==> src/hdl/swfr_pkg.sv <==
package swfr_pkg;

  localparam int SeqCount = 32;
  localparam int Window   = 4;
  localparam int SeqW     = $clog2(SeqCount);
  localparam int LenW     = 6;

  typedef enum logic [1:0] {
    KIND_DATA = 2'd0,
    KIND_END  = 2'd1,
    KIND_ERR  = 2'd2
  } kind_e;

  typedef enum logic [1:0] {
    REPLY_NONE = 2'd0,
    REPLY_ACK  = 2'd1,
    REPLY_NACK = 2'd2
  } reply_e;

  typedef struct packed {
    logic            header_ok;
    logic [1:0]      frame_kind;
    logic [4:0]      frame_seq;
    logic            crc_ok;
    logic [LenW-1:0] payload_len;
  } frame_t;

  typedef struct packed {
    logic [1:0]      reply_kind;
    logic [4:0]      reply_seq;
    logic            write_payload;
    logic [LenW-1:0] write_len;
    logic            transfer_done;
    logic            transfer_ok;
  } reply_t;

  // modular add of a small offset to a sequence number
  function automatic logic [SeqW-1:0] seq_add(input logic [SeqW-1:0] base,
                                              input logic [SeqW:0]   offs);
    logic [SeqW:0] sum;
    sum = {1'b0, base} + offs;
    if (sum >= (SeqW+1)'(SeqCount)) begin
      sum = sum - (SeqW+1)'(SeqCount);
    end
    return sum[SeqW-1:0];
  endfunction

  function automatic logic [SeqW-1:0] window_end(input logic [SeqW-1:0] first);
    return seq_add(first, (SeqW+1)'(Window - 1));
  endfunction

endpackage

==> src/hdl/swfr_if.sv <==
interface swfr_frame_if;
  import swfr_pkg::*;

  logic   valid;
  logic   ready;
  frame_t payload;

  modport source (output valid, output payload, input ready);
  modport sink   (input valid, input payload, output ready);
endinterface

interface swfr_reply_if;
  import swfr_pkg::*;

  logic   valid;
  logic   ready;
  reply_t payload;

  modport source (output valid, output payload, input ready);
  modport sink   (input valid, input payload, output ready);
endinterface

==> src/hdl/swfr_core.sv <==
module swfr_core (
  input  logic             clk_i,
  input  logic             rst_ni,
  input  logic             step_i,
  input  swfr_pkg::frame_t frame_i,
  output swfr_pkg::reply_t reply_o
);
  import swfr_pkg::*;

  typedef enum logic [1:0] {
    MODE_RX        = 2'd0,
    MODE_DRAIN_CRC = 2'd1,
    MODE_DRAIN_SEQ = 2'd2
  } mode_e;

  mode_e                mode_q, mode_d;
  logic [SeqW-1:0]      exp_q, exp_d;
  logic [SeqW-1:0]      first_q, first_d;
  logic [SeqW-1:0]      last_q, last_d;
  logic [SeqCount-1:0]  mark_q, mark_d;

  always_comb begin
    mode_d  = mode_q;
    exp_d   = exp_q;
    first_d = first_q;
    last_d  = last_q;
    mark_d  = mark_q;
    reply_o = '0;

    unique case (mode_q)
      MODE_DRAIN_CRC, MODE_DRAIN_SEQ: begin
        if (frame_i.frame_seq == last_q || frame_i.frame_kind == KIND_END) begin
          if (mode_q == MODE_DRAIN_CRC) begin
            mark_d              = '0;
            first_d             = exp_q;
            last_d              = window_end(exp_q);
            reply_o.reply_seq   = exp_q;
          end else begin
            exp_d               = first_q;
            reply_o.reply_seq   = first_q;
          end
          reply_o.reply_kind = REPLY_NACK;
          mode_d             = MODE_RX;
        end
      end
      default: begin
        if (frame_i.header_ok) begin
          priority if (frame_i.frame_kind == KIND_ERR) begin
            reply_o.reply_kind    = REPLY_ACK;
            reply_o.reply_seq     = frame_i.frame_seq;
            reply_o.transfer_done = 1'b1;
            mode_d  = MODE_RX;
            exp_d   = '0;
            first_d = '0;
            last_d  = window_end('0);
            mark_d  = '0;
          end else if (!frame_i.crc_ok) begin
            mode_d = MODE_DRAIN_CRC;
          end else if (frame_i.frame_seq != exp_q) begin
            mode_d = MODE_DRAIN_SEQ;
          end else if (frame_i.frame_kind == KIND_END) begin
            reply_o.reply_kind    = REPLY_ACK;
            reply_o.reply_seq     = frame_i.frame_seq;
            reply_o.transfer_done = 1'b1;
            reply_o.transfer_ok   = 1'b1;
            mode_d  = MODE_RX;
            exp_d   = '0;
            first_d = '0;
            last_d  = window_end('0);
            mark_d  = '0;
          end else begin
            if (!mark_q[frame_i.frame_seq]) begin
              mark_d[frame_i.frame_seq] = 1'b1;
              reply_o.write_payload     = 1'b1;
              reply_o.write_len         = frame_i.payload_len;
            end
            if (frame_i.frame_seq == last_q) begin
              reply_o.reply_kind = REPLY_ACK;
              reply_o.reply_seq  = last_q;
              mark_d             = '0;
              first_d            = seq_add(exp_q, (SeqW+1)'(1));
              last_d             = window_end(first_d);
            end
            exp_d = seq_add(exp_q, (SeqW+1)'(1));
          end
        end
      end
    endcase
  end

  always_ff @(posedge clk_i or negedge rst_ni) begin
    if (!rst_ni) begin
      mode_q  <= MODE_RX;
      exp_q   <= '0;
      first_q <= '0;
      last_q  <= window_end('0);
      mark_q  <= '0;
    end else if (step_i) begin
      mode_q  <= mode_d;
      exp_q   <= exp_d;
      first_q <= first_d;
      last_q  <= last_d;
      mark_q  <= mark_d;
    end
  end

endmodule

==> src/hdl/sliding_window_frame_receiver.sv <==
// pipeline: a frame beat is held in the input register, its reply in the
// reply register; throughput: one frame per cycle unless reply_o stalls;
// the per-frame state update is one combinational step between the two
// reset: mode returns to receiving, expected sequence and window start to 0,
// window end to window-1, written marks and both valid flags cleared
module sliding_window_frame_receiver (
  input  logic         clk_i,
  input  logic         rst_ni,
  swfr_frame_if.sink   frame_i,
  swfr_reply_if.source reply_o
);
  import swfr_pkg::*;

  logic   in_vld_q;
  frame_t in_q;
  logic   out_vld_q;
  reply_t out_q;
  reply_t reply;
  logic   advance;

  assign advance       = !out_vld_q || reply_o.ready;
  assign frame_i.ready = !in_vld_q || advance;

  swfr_core u_core (
    .clk_i,
    .rst_ni,
    .step_i  (in_vld_q && advance),
    .frame_i (in_q),
    .reply_o (reply)
  );

  always_ff @(posedge clk_i or negedge rst_ni) begin
    if (!rst_ni) begin
      in_vld_q  <= 1'b0;
      out_vld_q <= 1'b0;
    end else begin
      if (frame_i.ready) begin
        in_vld_q <= frame_i.valid;
      end
      if (advance) begin
        out_vld_q <= in_vld_q;
      end
    end
  end

  always_ff @(posedge clk_i) begin
    if (frame_i.ready && frame_i.valid) begin
      in_q <= frame_i.payload;
    end
    if (advance && in_vld_q) begin
      out_q <= reply;
    end
  end

  assign reply_o.valid   = out_vld_q;
  assign reply_o.payload = out_q;

endmodule

==> src/flat_wrapper.sv <==
// flat-port wrapper written by rule: the top's interface ports become plain ports
module sliding_window_frame_receiver_flat import swfr_pkg::*;
  (clk_i, rst_ni, frame_i_valid, frame_i_payload, frame_i_ready, reply_o_valid, reply_o_payload, reply_o_ready);
  swfr_frame_if frame_i_i ();
  swfr_reply_if reply_o_i ();
  input  logic clk_i;
  input  logic rst_ni;
  input wire logic [$bits(frame_i_i.valid)-1:0] frame_i_valid;
  input wire logic [$bits(frame_i_i.payload)-1:0] frame_i_payload;
  output wire logic [$bits(frame_i_i.ready)-1:0] frame_i_ready;
  output wire logic [$bits(reply_o_i.valid)-1:0] reply_o_valid;
  output wire logic [$bits(reply_o_i.payload)-1:0] reply_o_payload;
  input wire logic [$bits(reply_o_i.ready)-1:0] reply_o_ready;
  assign frame_i_i.valid = frame_i_valid;
  assign frame_i_i.payload = frame_i_payload;
  assign frame_i_ready = frame_i_i.ready;
  assign reply_o_valid = reply_o_i.valid;
  assign reply_o_payload = reply_o_i.payload;
  assign reply_o_i.ready = reply_o_ready;
  sliding_window_frame_receiver u_core (.clk_i(clk_i), .rst_ni(rst_ni), .frame_i(frame_i_i), .reply_o(reply_o_i));
endmodule
==> config.mk <==
export PLATFORM = sky130hd
export DESIGN_NAME = sliding_window_frame_receiver_flat
export DESIGN_NICKNAME = d
export VERILOG_FILES = /design/src/hdl/swfr_pkg.sv /design/src/hdl/swfr_if.sv /design/src/hdl/swfr_core.sv /design/src/hdl/sliding_window_frame_receiver.sv /design/src/flat_wrapper.sv
export SDC_FILE = /design/constraint.sdc
export NUM_CORES = 1
export LEC_CHECK = 0
export BUFFER_PORTS_ARGS = -buffer_cell sky130_fd_sc_hd__buf_2
export CORE_MARGIN = 2
export CORE_UTILIZATION = 60
export CTS_CLUSTER_SIZE = 20
export DETAILED_ROUTE_END_ITERATION = 10
export GPL_ROUTABILITY_DRIVEN = 0
export PLACE_DENSITY = 0.76
export SLEW_MARGIN = 0
export SYNTH_ARGS = -nofsm -noshare
export SYNTH_HDL_FRONTEND = slang
export SYNTH_SLANG_ARGS = --single-unit
==> constraint.sdc <==
create_clock -name clk_i -period 2.9 [get_ports clk_i]
set_input_delay 0.29 -clock clk_i [delete_from_list [all_inputs] [get_ports clk_i]]
set_output_delay 0.29 -clock clk_i [all_outputs]
set_load 0.03 [all_outputs]
Word-level counts from Yosys, hierarchy flattened
Cells that the tools add are included.
- logic and storage cells: 133
- flip-flop bits (word level): 82
- output and inout bits: 18
- add/sub/neg operators: 6
- bitwise gates (word level): 3
- reduce and logical (&&, ||, !) cells: 21
- multiplexer cells: 69
- magnitude comparators: 5
- eq/ne operators: 11
- operator list (operator ; number):
    two-way mux 32 bit ; 10
    two-way mux 5 bit ; 34
    two-way mux 16 bit ; 3
    two-way mux 7 bit ; 6
    bitwise OR 32 bit ; 1
    >= comparator 6 bit (second input constant) ; 3
    two-way mux 2 bit ; 8
    subtractor 5 x 1 -> 5 bit (second input constant) ; 3
    AND reduction 7 bit ; 2
    adder 5 x 2 -> 6 bit (second input constant) ; 2
    two-way mux 6 bit ; 2
    OR reduction 8 bit ; 1
    OR reduction 7 bit ; 1
    adder 5 x 1 -> 6 bit (second input constant) ; 1
    less-than comparator 5 x 6 -> 1 bit (second input constant) ; 1
    AND reduction 6 bit ; 1
    OR reduction 6 bit ; 1
    binary-select mux 1 bit (select 5 bit) ; 1
    demux 1 bit (select 5 bit) ; 1
    equality test 5 bit ; 1
    >= comparator 5 x 1 -> 1 bit (second input constant) ; 1
    inequality test 5 x 4 -> 1 bit (second input constant) ; 1
    inequality test 5 bit ; 1
    inequality test 5 bit (second input constant) ; 1
    16 further kinds ; 28

Longest topological paths before layout
Gate-level depths: netlist (run 1).
- depth in word-level cells: 20
- depth in mapped cells: 10

Cells and area by module
Synthesis (run 1) repeated with hierarchy kept, for this count alone.
- cell total of the unflattened synthesis: 469
- area total of the unflattened synthesis: 4845.9 sq um
- modules (own cells, without submodules) (module ; instances ; seq. area each (sq um) ; area an instance (sq um) ; cells each):
    swfr_core ; 1 ; 1228.7 ; 3811.2 ; 430
    sliding_window_frame_receiver ; 1 ; 980.9 ; 1034.7 ; 39

Worst setup path before layout (run 1)
No wires, ideal clock.
- kind: register to register
- from: register u_core.in_q[8] in the netlist's numbering
- to: register u_core.u_core.last_q[2]
- clock period less this slack: 2277 ps
- data required time: 2772 ps
- data arrival time: 2149 ps
- path slack: 623 ps
- setup time: 128 ps
- stages on the path, launching flop included: 9
- cell sequence: edfxtp_1 -> buf_6 -> buf_6 -> xor2_1 -> nor3_4 -> a41oi_2 -> a211oi_4 -> and2b_2 -> mux2_1
- cells in the longest elaborated chain, start to end: 4
- elaborated cells on any way between the ends: 7
- classes of those cells: eq/ne: 4; reduce/logical: 3
- RTL lines (what ; RTL line ; RTL):
    start, declared ; sliding_window_frame_receiver.sv:15 ; frame_t in_q;
    start signal, assigned ; sliding_window_frame_receiver.sv:48 ; in_q <= frame_i.payload;
    equality test 5 bit ; swfr_core.sv:32, swfr_core.sv:77 ;
    logical OR 1 bit ; swfr_core.sv:32 ; if (frame_i.frame_seq == last_q || frame_i.frame_kind == KIND_END) begin
    inequality test 2 bit (no line) ; - ;
    AND reduction 7 bit (no line) * ; - ;
    end signal, assigned ; swfr_core.sv:96 ; last_q <= window_end('0);
    end signal, assigned ; swfr_core.sv:102 ; last_q <= last_d;
    end, declared ; swfr_core.sv:19 ; logic [SeqW-1:0] last_q, last_d;
Mark *: on every way between the ends. The rest lies on a longest branch, timed or not.
A chain may end at the register's enable or synchronous reset.

Worst setup path in the final report (run 1)
- from: register u_core.in_q[7] in the netlist's numbering
- to: register u_core.u_core.mark_q[1]
- cells in the longest elaborated chain, start to end: 13
- elaborated cells on any way between the ends: 23
- classes of those cells: order compare: 2; eq/ne: 5; mux: 12; bitwise: 1; reduce/logical: 3
- RTL lines (what ; RTL line ; RTL):
    less-than comparator 5 x 6 -> 1 bit (implied by the code) or >= comparator 5 x 1 -> 1 bit (tied branches) ; swfr_core.sv:73 ; mark_d[frame_i.frame_seq] = 1'b1;
    logical AND 1 bit (implied by the code) ; swfr_core.sv:73 ;
    two-way mux 1 bit (implied by the code) ; swfr_core.sv:73 ;
    demux 1 bit (select 5 bit) ; swfr_core.sv:73 ;
    bitwise OR 32 bit (no line) ; - ;
    two-way mux 32 bit ; swfr_core.sv:72 ; if (!mark_q[frame_i.frame_seq]) begin
    two-way mux 32 bit ; swfr_core.sv:77 ; if (frame_i.frame_seq == last_q) begin
    two-way mux 32 bit ; swfr_core.sv:61 ; end else if (frame_i.frame_kind == KIND_END) begin
    two-way mux 32 bit ; swfr_core.sv:59 ; end else if (frame_i.frame_seq != exp_q) begin
    two-way mux 32 bit ; swfr_core.sv:57 ; end else if (!frame_i.crc_ok) begin
    two-way mux 32 bit ; swfr_core.sv:48 ; priority if (frame_i.frame_kind == KIND_ERR) begin
    two-way mux 32 bit ; swfr_core.sv:47 ; if (frame_i.header_ok) begin
    two-way mux 32 bit ; swfr_core.sv:30 ; unique case (mode_q)
    end signal, assigned ; swfr_core.sv:103 ; mark_q <= mark_d;
    end, declared ; swfr_core.sv:20 ; logic [SeqCount-1:0] mark_q, mark_d;
Several ways; a longest one is shown, not always the timed one. The select of a mux whose other input is x is not followed.

==> flow_metrics.env, run 1 <==
export IMPL_status="finished, final reports clean"
export IMPL_grt_use_total_pct=24.6
export IMPL_combinationalPowerShare_pct=40.6
export IMPL_grt_setup_unrepaired="no"
export IMPL_routed_wirelength_mm=9.74
export IMPL_postSynthAreaPerCell_um2=11.0
export IMPL_final_cell_mix="dfrtp_1 (49), nand2_1 (45), buf_2 (36)"
export IMPL_max_freq_mhz=364
export IMPL_io_pins=37
export IMPL_drive_above_1_share_pct=28.1
export IMPL_path_clk_slew_ns=0.09
export IMPL_synth_ff_type="dfrtp_1"
export IMPL_cts_made_buffers=9
export IMPL_netlist_top_cell_by_area="dfrtp_1"
export IMPL_hold_class="in2reg"
export IMPL_htreeDepth=3
export IMPL_core_um2=7330
export IMPL_p_seq_share_pct=39.9
export IMPL_grt_overflow=0
export IMPL_skew_ns=0.0103
export IMPL_ant_nets=0
export IMPL_synth_top_area_share_pct=26.7
export IMPL_io_buffers=36
export IMPL_ys_top_cells_by_area="dfrtp_1 (27%), edfxtp_1 (20%), o21ai_2 (5.7%)"
export IMPL_n_antenna_cell=0
export IMPL_drt_initial_drc_count=280
export IMPL_worstSetupPathType="reg2reg"
export IMPL_arrival_ns=3.03
export IMPL_path_cells="mux4_1 > mux2_2 > a31oi_1 > nand3_1 > and3b_4 > o21ai_1"
export IMPL_post_route_period_util_pct=94.7
export IMPL_grt_max_degree=65
export IMPL_place_ws_ns=0.194
export IMPL_fin_crit_ns=2.75
export IMPL_r2r_slack_ns=0.15
export IMPL_fin_setup_tns_ns=0
export IMPL_dpl_hpwl_mm=6.61
export IMPL_worst_slack_ns=0.154
export IMPL_start_kind="flip-flop"
export IMPL_postCtsSetupBuffers=0
export IMPL_cts_tree="done"
export IMPL_final_common_cell="dfrtp_1"
export IMPL_synth_async_reset_ratio_pct=62.2
export IMPL_cp_end_kind="flip-flop"
export IMPL_chipHeight_um=91.5
export IMPL_syn_nets=439
export IMPL_p_sw_w=0.00164
export IMPL_powerDensity_nw_per_um2=796
export IMPL_cts_sinks=82
export IMPL_drc=0
export IMPL_synth_area_um2=4590
export IMPL_hold_viol_final=0
export IMPL_max_cap_violations=0
export IMPL_path_max_fanout=32
export IMPL_yosysUniqueCellTypes=63
export IMPL_synth_seq_cells=82
export IMPL_num_vias=3421
export IMPL_ys_seq_area_share_pct=48.1
export IMPL_dieArea_um2=8360
export IMPL_relSlewSlack_pct=54.2
export IMPL_clockBufferDepth=2
export IMPL_critPathMaxStageDelay_ns=0.68
export IMPL_power_clock_fraction_pct=19.5
export IMPL_dr_pass1_iters=5
export IMPL_routedWlPerCell_um=17.4
export IMPL_grt_pass1_vias=3300
export IMPL_vias_per_cell=6.13
export IMPL_drv_slew=0
export IMPL_leakagePower_nw=2.07
export IMPL_grt_pass1_wl_mm=16.2
export IMPL_die_x_um=91.5
export IMPL_power_internal_w=0.00238
export IMPL_worst_slew_pin_slew_ns=0.687
export IMPL_synthCells=416
export IMPL_syn_to_final_growth_pct=9.92
export IMPL_setup_viol=0
export IMPL_required_ns=3.18
export IMPL_critical_path_slowest_cell="edfxtp_1"
export IMPL_nets=477
export IMPL_ir_worst_vdd_v=0.000375
export IMPL_antenna_found_initial=0
export IMPL_start_util_pct=62.6
export IMPL_swShare_pct=40.9
export IMPL_num_rows=31
export IMPL_synth_edf_count=31
export IMPL_root_buffer="clkbuf_8"
export IMPL_yosysWarnings=0
export IMPL_clock_latency_ns=0.36
sequential cells by signal, summed over array words and instances (netlist names):
name                    flops
u_core.u_core.mark_q       32
u_core.reply_o.payload     16
u_core.in_q                15
u_core.u_core.exp_q         5
u_core.u_core.first_q       5
u_core.u_core.last_q        5
u_core.u_core.mode_q        2
u_core.in_vld_q             1
u_core.reply_o.valid        1
power groups by stage:
stage                     Combinational [W]  Sequential (W)  Clock [W]
after floorplan                     0.00121         0.00161          0
after global placement              0.00157         0.00161          0
after detailed placement            0.00160         0.00162          0
after CTS                           0.00161         0.00160   0.000796
after global routing                0.00177         0.00163   0.000846
final                               0.00163         0.00160   0.000781
final timing paths:
path | startpoint | end | depth (start not counted)
worst max-delay path | u_core.in_q[7] | u_core.u_core.mark_q[1] | 6
worst min-delay path | frame_i_payload[8] | u_core.in_q[8] | 1
worst min register to register | u_core.u_core.mark_q[2] | u_core.u_core.mark_q[2] | 2
min in group asynchronous | rst_ni | u_core.u_core.mode_q[1] | 2
max in group asynchronous | rst_ni | u_core.u_core.mark_q[9] | 3
worst max register to register | u_core.in_q[7] | u_core.u_core.mark_q[1] | 6
layer usage:
| metal | global-route usage (%) | part of all wire, % | vias to the layer above |
|---|---|---|---|
| li1 | - | - | 1622 |
| met1 | 31.8 | 42 | 1637 |
| met2 | 40.0 | 50 | 134 |
| met3 | 3.98 | 5.7 | 28 |
| met4 | 12.8 | 2.8 | 0 |
| met5 | 0 | 0 | - |
layout make-up:
type,instances,area (µm²)
clock buffer,9,124
clock inverter,7,58.8
fill,544,2290
inverter,10,37.5
multi-input combinational,292,2120
sequential,82,2210
tap,99,124
timing repair buffer,59,368
synth_stat cells (3+ instances only):
library cell,number
a21oi_1,7
a221o_1,4
a31oi_1,4
and2_1,8
buf_2,4
buf_4,3
buf_6,11
clkbuf_1,12
dfrtp_1,49
edfxtp_1,31
ha_1,4
inv_1,10
mux2_1,5
mux2_2,7
mux2i_1,12
mux4_1,3
nand2_1,45
nand2b_1,7
nand3_1,8
nand3b_1,4
nand4_1,34
nor2_1,16
nor2b_1,5
nor3_1,9
o21ai_0,12
o21ai_2,30
o22ai_1,6
or2_2,3
xnor2_1,5
xor2_1,12
kinds of logic (layout without fill, tap and decap cells):
group                      count (synthesis)  after routing  synth area share (%)
muxes                                     28             28                  7.77
buffers and inverters                     42             85                  5.59
xor gates and xnor gates                  17             17                  3.24
DFF                                       82             82                  48.1
adders and majority gates                  4              4                  1.09
AOI/OAI and AO/OA                         86             86                  14.7
and+or+nand+nor                          157            157                  19.4
metrics by stage:
stage	utilization [%]	instance area (µm²)	power [W]	cells	hold slack, ns
4_1_cts	68.8	5040	0.00401	558	0.0834
3_5_place_dp	66.2	4850	0.00323	541	0.379
5_1_grt	68.8	5040	0.00425	558	0.0785
2_1_floorplan	-	4590	0.00282	416	-0.00559
6_report	68.8	5040	0.00402	558	0.0934
3_3_place_gp	66.2	4850	0.00319	541	0.365
worst max-delay path: cells and delay by family (launching register included):
kind | cells | cell delay (ns)
muxes | 2 | 0.90
DFF | 1 | 0.68
and+or+nand+nor | 2 | 0.64
AOI/OAI and AO/OA | 2 | 0.43
what timing repair did:
action | in CTS | in global routing
setup endpoints to repair | 0 | 0
hold buffers | 1 | 0
hold endpoints to repair | 24 | 0
resized for setup | 0 | 0
No activity file was read; power rests on OpenSTA's default activity.
==> inputs of run 2 (changes only) <==
--- a/config.mk
+++ b/config.mk
@@ -7,11 +7,11 @@
 export LEC_CHECK = 0
 export BUFFER_PORTS_ARGS = -buffer_cell sky130_fd_sc_hd__buf_2
 export CORE_MARGIN = 2
-export CORE_UTILIZATION = 60
+export CORE_UTILIZATION = 65
 export CTS_CLUSTER_SIZE = 20
 export DETAILED_ROUTE_END_ITERATION = 10
 export GPL_ROUTABILITY_DRIVEN = 0
-export PLACE_DENSITY = 0.76
+export PLACE_DENSITY = 0.86
 export SLEW_MARGIN = 0
 export SYNTH_ARGS = -nofsm -noshare
 export SYNTH_HDL_FRONTEND = slang
==> constraint.sdc (replaced) <==
create_clock -name clk_i -period 3.4 [get_ports clk_i]
set_input_delay 0.34 -clock clk_i [delete_from_list [all_inputs] [get_ports clk_i]]
set_output_delay 0.34 -clock clk_i [all_outputs]
set_load 0.03 [all_outputs]
==> flow_metrics.env, run 2 (same netlist as run 1, synthesis figures left out) <==
export IMPL_drc=0
export IMPL_postCtsSetupBuffers=0
export IMPL_place_ws_ns=0.689
export IMPL_routedWlPerCell_um=17.5
export IMPL_n_fill_cell=491
export IMPL_hold_viol_final=0
export IMPL_nets=469
export IMPL_grt_busiest_layer="met2"
export IMPL_grt_overflow=0
export IMPL_regMostFlops="u_core.u_core.mark_q"
export IMPL_max_cap_violations=0
export IMPL_fin_setup_tns_ns=0
export IMPL_largest_reg_flops=32
export IMPL_multiInputGateArea_um2=2120
export IMPL_antenna_found_initial=0
export IMPL_powerDensity_nw_per_um2=681
export IMPL_clock_latency_ns=0.36
export IMPL_dpl_hpwl_mm=6.36
export IMPL_combinationalPowerShare_pct=39.4
export IMPL_path_max_fanout=64
export IMPL_worst_slew_pin_slew_ns=0.934
export IMPL_p_seq_share_pct=40.7
export IMPL_use_met2_pct=44.0
export IMPL_grt_use_total_pct=26.5
export IMPL_root_buffer="clkbuf_8"
export IMPL_path_clk_slew_ns=0.09
export IMPL_dr_pass1_iters=5
export IMPL_clockBufferDepth=2
export IMPL_critPathMaxStageDelay_ns=0.73
export IMPL_cts_sinks=82
export IMPL_post_route_period_util_pct=81.5
export IMPL_leakagePower_nw=2.03
export IMPL_grt_pass1_vias=3310
export IMPL_cts_hold_buf=0
export IMPL_grt_setup_unrepaired="no"
export IMPL_hold_slack_ns=0.118
export IMPL_start_kind="flip-flop"
export IMPL_hold_class="in2async"
export IMPL_power_clock_fraction_pct=19.9
export IMPL_ir_worst_vdd_v=0.000310
export IMPL_cp_startpoint="u_core.u_core.mode_q[1]"
export IMPL_cts_made_buffers=9
export IMPL_start_util_pct=67.2
export IMPL_swShare_pct=41.1
export IMPL_worstSetupPathType="reg2reg"
export IMPL_p_sw_w=0.00139
export IMPL_chipHeight_um=88.0
export IMPL_io_buffers=36
export IMPL_num_vias=3387
export IMPL_dieArea_um2=7750
export IMPL_grt_util_met3_pct=3.49
export IMPL_syn_to_final_growth_pct=8.26
export IMPL_drv_slew=0
export IMPL_use_met1_pct=34.5
export IMPL_place_area_um2=4780
export IMPL_worst_slack_ns=0.629
export IMPL_n_antenna_cell=0
export IMPL_setup_viol=0
export IMPL_cts_tree="done"
export IMPL_post_cts_resize_count=0
export IMPL_max_freq_mhz=361
export IMPL_grt_max_degree=65
export IMPL_final_area_um2=4970
export IMPL_drive_above_1_share_pct=27.1
export IMPL_grt_pass1_wl_mm=15.6
export IMPL_path_cells="ha_1 > o21ai_0 > a41oi_2 > a2111o_1 > buf_4 > nand4_1 > o21ai_2"
export IMPL_num_rows=30
export IMPL_arrival_ns=3.06
export IMPL_routed_wirelength_mm=9.57
export IMPL_fin_crit_ns=2.77
export IMPL_cp_end_kind="flip-flop"
export IMPL_vias_per_cell=6.19
export IMPL_r2r_start="u_core.u_core.mode_q[1]"
export IMPL_seq_area_um2=2210
export IMPL_skew_ns=0.00890
export IMPL_required_ns=3.69
export IMPL_htreeDepth=3
export IMPL_ant_nets=0
export IMPL_power_internal_w=0.00199
export IMPL_critical_path_slowest_cell="ha_1"
export IMPL_core_um2=6830
export IMPL_die_x_um=88.0
export IMPL_drt_initial_drc_count=293
export IMPL_final_common_cell="dfrtp_1"
export IMPL_io_pins=37
export IMPL_relSlewSlack_pct=37.8
export IMPL_status="finished, final reports clean"
export IMPL_final_cell_mix="dfrtp_1 (49), nand2_1 (45), buf_2 (36)"
==> run 2: cell count changes in the layout (fill, tap and decap cells not counted), sizes merged <==
cell | previous run | this run
buf | 58 | 51
dlygate4sd3 | 1 | 0
==> run 2: through the flow <==
step,power [W],cells,util (%)
after floorplan,0.00240,416,-
after global routing,0.00357,547,72.7
final,0.00338,547,72.7
after detailed placement,0.00269,531,70.0
after global placement,0.00264,531,70.0
after CTS,0.00336,547,72.7
==> run 2: worst paths after layout <==
kind / to / slack, ns / cells past startpoint
worst max-delay path: u_core.u_core.mark_q[30] / 0.63 / 7
worst min-delay path: u_core.u_core.mark_q[28] / 0.12 / 1
worst max register to register: u_core.u_core.mark_q[30] / 0.63 / 7
worst min register to register: u_core.u_core.mark_q[13] / 0.48 / 2
max in group asynchronous: u_core.in_vld_q / 2.60 / 2
min in group clk_i: u_core.in_q[8] / 0.15 / 1
==> run 2: layer usage <==
metal  part of all wire [%]  vias up
met5                      0        -
met4                    3.2        0
met3                    5.8       31
met2                     50      144
met1                     41     1602
li1                       -     1610
==> run 2: critical path, delay by kind of cell (launching register included) <==
family / cells / cell delay (ns)
and+or+nand+nor: 1 / 0.22
buffers and inverters: 1 / 0.49
AOI/OAI and AO/OA: 4 / 0.85
DFF: 1 / 0.41
adders and majority gates: 1 / 0.73
==> run 2: cell type report <==
cell class	instances	share of cell area [%]
clock buffers	9	2.49
clock inverters	7	1.23
inverters	10	0.755
multi-input cells	292	42.7
flip-flops and latches	82	44.5
well taps	96	2.42
repair buffers	51	5.89
==> run 2: power groups by stage <==
stage | clock [W] | combinational [W] | sequential [W]
after global routing | 0.000719 | 0.00145 | 0.00140
after global placement | 0 | 0.00126 | 0.00138
after floorplan | 0 | 0.00103 | 0.00137
final | 0.000671 | 0.00133 | 0.00138
after CTS | 0.000677 | 0.00131 | 0.00137
after detailed placement | 0 | 0.00130 | 0.00139
==> inputs of run 3 (changes only) <==
--- a/config.mk
+++ b/config.mk
@@ -7,11 +7,11 @@
 export LEC_CHECK = 0
 export BUFFER_PORTS_ARGS = -buffer_cell sky130_fd_sc_hd__buf_2
 export CORE_MARGIN = 2
-export CORE_UTILIZATION = 65
+export CORE_UTILIZATION = 54
 export CTS_CLUSTER_SIZE = 20
 export DETAILED_ROUTE_END_ITERATION = 10
 export GPL_ROUTABILITY_DRIVEN = 0
-export PLACE_DENSITY = 0.86
+export PLACE_DENSITY = 0.76
 export SLEW_MARGIN = 0
 export SYNTH_ARGS = -nofsm -noshare
 export SYNTH_HDL_FRONTEND = slang
==> constraint.sdc (replaced) <==
create_clock -name clk_i -period 2.5 [get_ports clk_i]
set_input_delay 0.25 -clock clk_i [delete_from_list [all_inputs] [get_ports clk_i]]
set_output_delay 0.25 -clock clk_i [all_outputs]
set_load 0.03 [all_outputs]
==> flow_metrics.env, run 3 (same netlist as run 1, synthesis figures left out) <==
export IMPL_arrival_ns=2.68
export IMPL_fin_crit_ns=2.43
export IMPL_chipHeight_um=96.2
export IMPL_post_route_period_util_pct=97.2
export IMPL_grt_pass1_vias=3322
export IMPL_start_kind="flip-flop"
export IMPL_die_x_um=96.2
export IMPL_hold_viol_final=0
export IMPL_root_buffer="clkbuf_8"
export IMPL_path_max_fanout=7
export IMPL_seq_area_um2=2210
export IMPL_worstSetupPathType="reg2reg"
export IMPL_dieArea_um2=9250
export IMPL_clockBufferDepth=2
export IMPL_cp_startpoint="u_core.in_q[7]"
export IMPL_core_um2=8220
export IMPL_place_area_um2=4890
export IMPL_fin_setup_tns_ns=0
export IMPL_nets=481
export IMPL_clock_latency_ns=0.37
export IMPL_largest_reg_flops=32
export IMPL_regMostFlops="u_core.u_core.mark_q"
export IMPL_cp_end_kind="flip-flop"
export IMPL_r2r_start="u_core.in_q[7]"
export IMPL_status="finished, final reports clean"
export IMPL_cts_tree="done"
export IMPL_dpl_hpwl_mm=7.00
export IMPL_required_ns=2.76
export IMPL_max_freq_mhz=412
export IMPL_final_cell_mix="dfrtp_1 (49), nand2_1 (45), buf_2 (36)"
export IMPL_final_instance_count_excl_fill=568
export IMPL_drive_above_1_share_pct=30.0
export IMPL_cts_sinks=82
export IMPL_fin_total_pwr_w=0.00480
export IMPL_vias_per_cell=6.22
export IMPL_n_antenna_cell=0
export IMPL_max_cap_violations=0
export IMPL_final_core_util_pct=62.8
export IMPL_grt_pass1_wl_mm=16.6
export IMPL_routed_wirelength_mm=10.4
export IMPL_dp_cells=549
export IMPL_io_pins=37
export IMPL_relSlewSlack_pct=50.9
export IMPL_routedWlPerCell_um=18.4
export IMPL_worst_slew_pin_slew_ns=0.730
export IMPL_drt_initial_drc_count=227
export IMPL_cts_made_buffers=9
export IMPL_n_fill_cell=656
export IMPL_io_buffers=36
export IMPL_multiInputGateArea_um2=2170
export IMPL_powerDensity_nw_per_um2=931
export IMPL_antenna_found_initial=0
export IMPL_path_clk_slew_ns=0.10
export IMPL_drv_slew=0
export IMPL_leakagePower_nw=2.12
export IMPL_start_util_pct=55.9
export IMPL_min_from="frame_i_payload[11]"
export IMPL_drc=0
export IMPL_setup_viol=0
export IMPL_syn_to_final_growth_pct=12.5
export IMPL_dr_pass1_iters=7
export IMPL_ir_worst_vdd_v=0.000347
export IMPL_htreeDepth=3
export IMPL_ant_nets=0
export IMPL_final_common_cell="dfrtp_1"
export IMPL_grt_max_degree=65
export IMPL_num_rows=33
export IMPL_num_vias=3535
export IMPL_hold_class="in2reg"
export IMPL_final_area_um2=5160
export IMPL_grt_overflow=0
export IMPL_skew_ns=0.0112
export IMPL_grt_use_total_pct=23.8
==> run 3: changes by cell type in the layout (fill, tap and decap cells not counted), moves of 2 or more <==
| cell | change |
|---|---|
| buf_12 | +2 |
| inv_6 | +2 |
| nand3_1 | -2 |
| buf_4 | +7 |
| clkinv_8 | +2 |
| nand3_2 | +2 |
==> run 3: cell type report <==
cell class	count	area share [%]
Sequential cell	82	42.8
Inverter	10	0.727
Timing Repair Buffer	62	7.88
Multi-Input combinational cell	293	42.1
Clock buffer	9	2.40
Tap cell	105	2.55
Clock inverter	7	1.53
==> run 3: power breakdown <==
group          leakage, nW  switching (W)  total (W)  internal (W)
Clock                0.103       0.000581   0.000979      0.000398
Sequential           0.982       0.000177    0.00185       0.00167
Combinational         1.04        0.00125    0.00198      0.000732
Total                 2.12        0.00200    0.00480       0.00280
==> run 3: critical path: stages (launching register included) <==
cell	delay [ns]
edfxtp_1	0.52
mux4_1	0.60
mux2_2	0.28
a31oi_2	0.19
nand3_2	0.19
nor4_4	0.32
and2_4	0.20
==> run 3: final timing paths <==
kind | end | slack, ns | cells after the start
hold / removal | u_core.in_q[11] | 0.04 | 1
setup reg to reg | u_core.reply_o.payload[7] | 0.07 | 6
min in group asynchronous | u_core.u_core.first_q[2] | 0.35 | 2
setup / recovery | u_core.reply_o.payload[7] | 0.07 | 6
max in group asynchronous | u_core.u_core.mark_q[29] | 1.53 | 3
hold reg to reg | u_core.u_core.mark_q[13] | 0.48 | 2
==> run 3: metrics by stage <==
step | worst slack (ns) | hold WS [ns]
2_1_floorplan | 0.223 | -0.0456
3_3_place_gp | 0.0625 | 0.221
3_5_place_dp | 0.0194 | 0.226
4_1_cts | 0.00298 | 0.0329
5_1_grt | -0.00167 | 0.0303
6_report | 0.0702 | 0.0421
==> run 3: timing repair <==
| item | 4_1_cts | 5_1_grt |
|---|---|---|
| buffers inserted | 0 | 1 |
| endpoints found under the hold margin | 15 | 0 |
| resized for setup | 1 | 9 |
| hold buffers | 1 | 0 |
| setup endpoints to repair | 36 | 43 |
| pin swaps | 0 | 3 |
| gates cloned | 0 | 1 |
==> run 3: per-layer routing <==
layer / up-vias / track usage (%) / wire, µm
li1: 1634 / - / -
met1: 1722 / 31.9 / 4330
met2: 150 / 38.5 / 5120
met3: 29 / 3.29 / 689
met4: 0 / 11.1 / 301
met5: - / 0 / 0
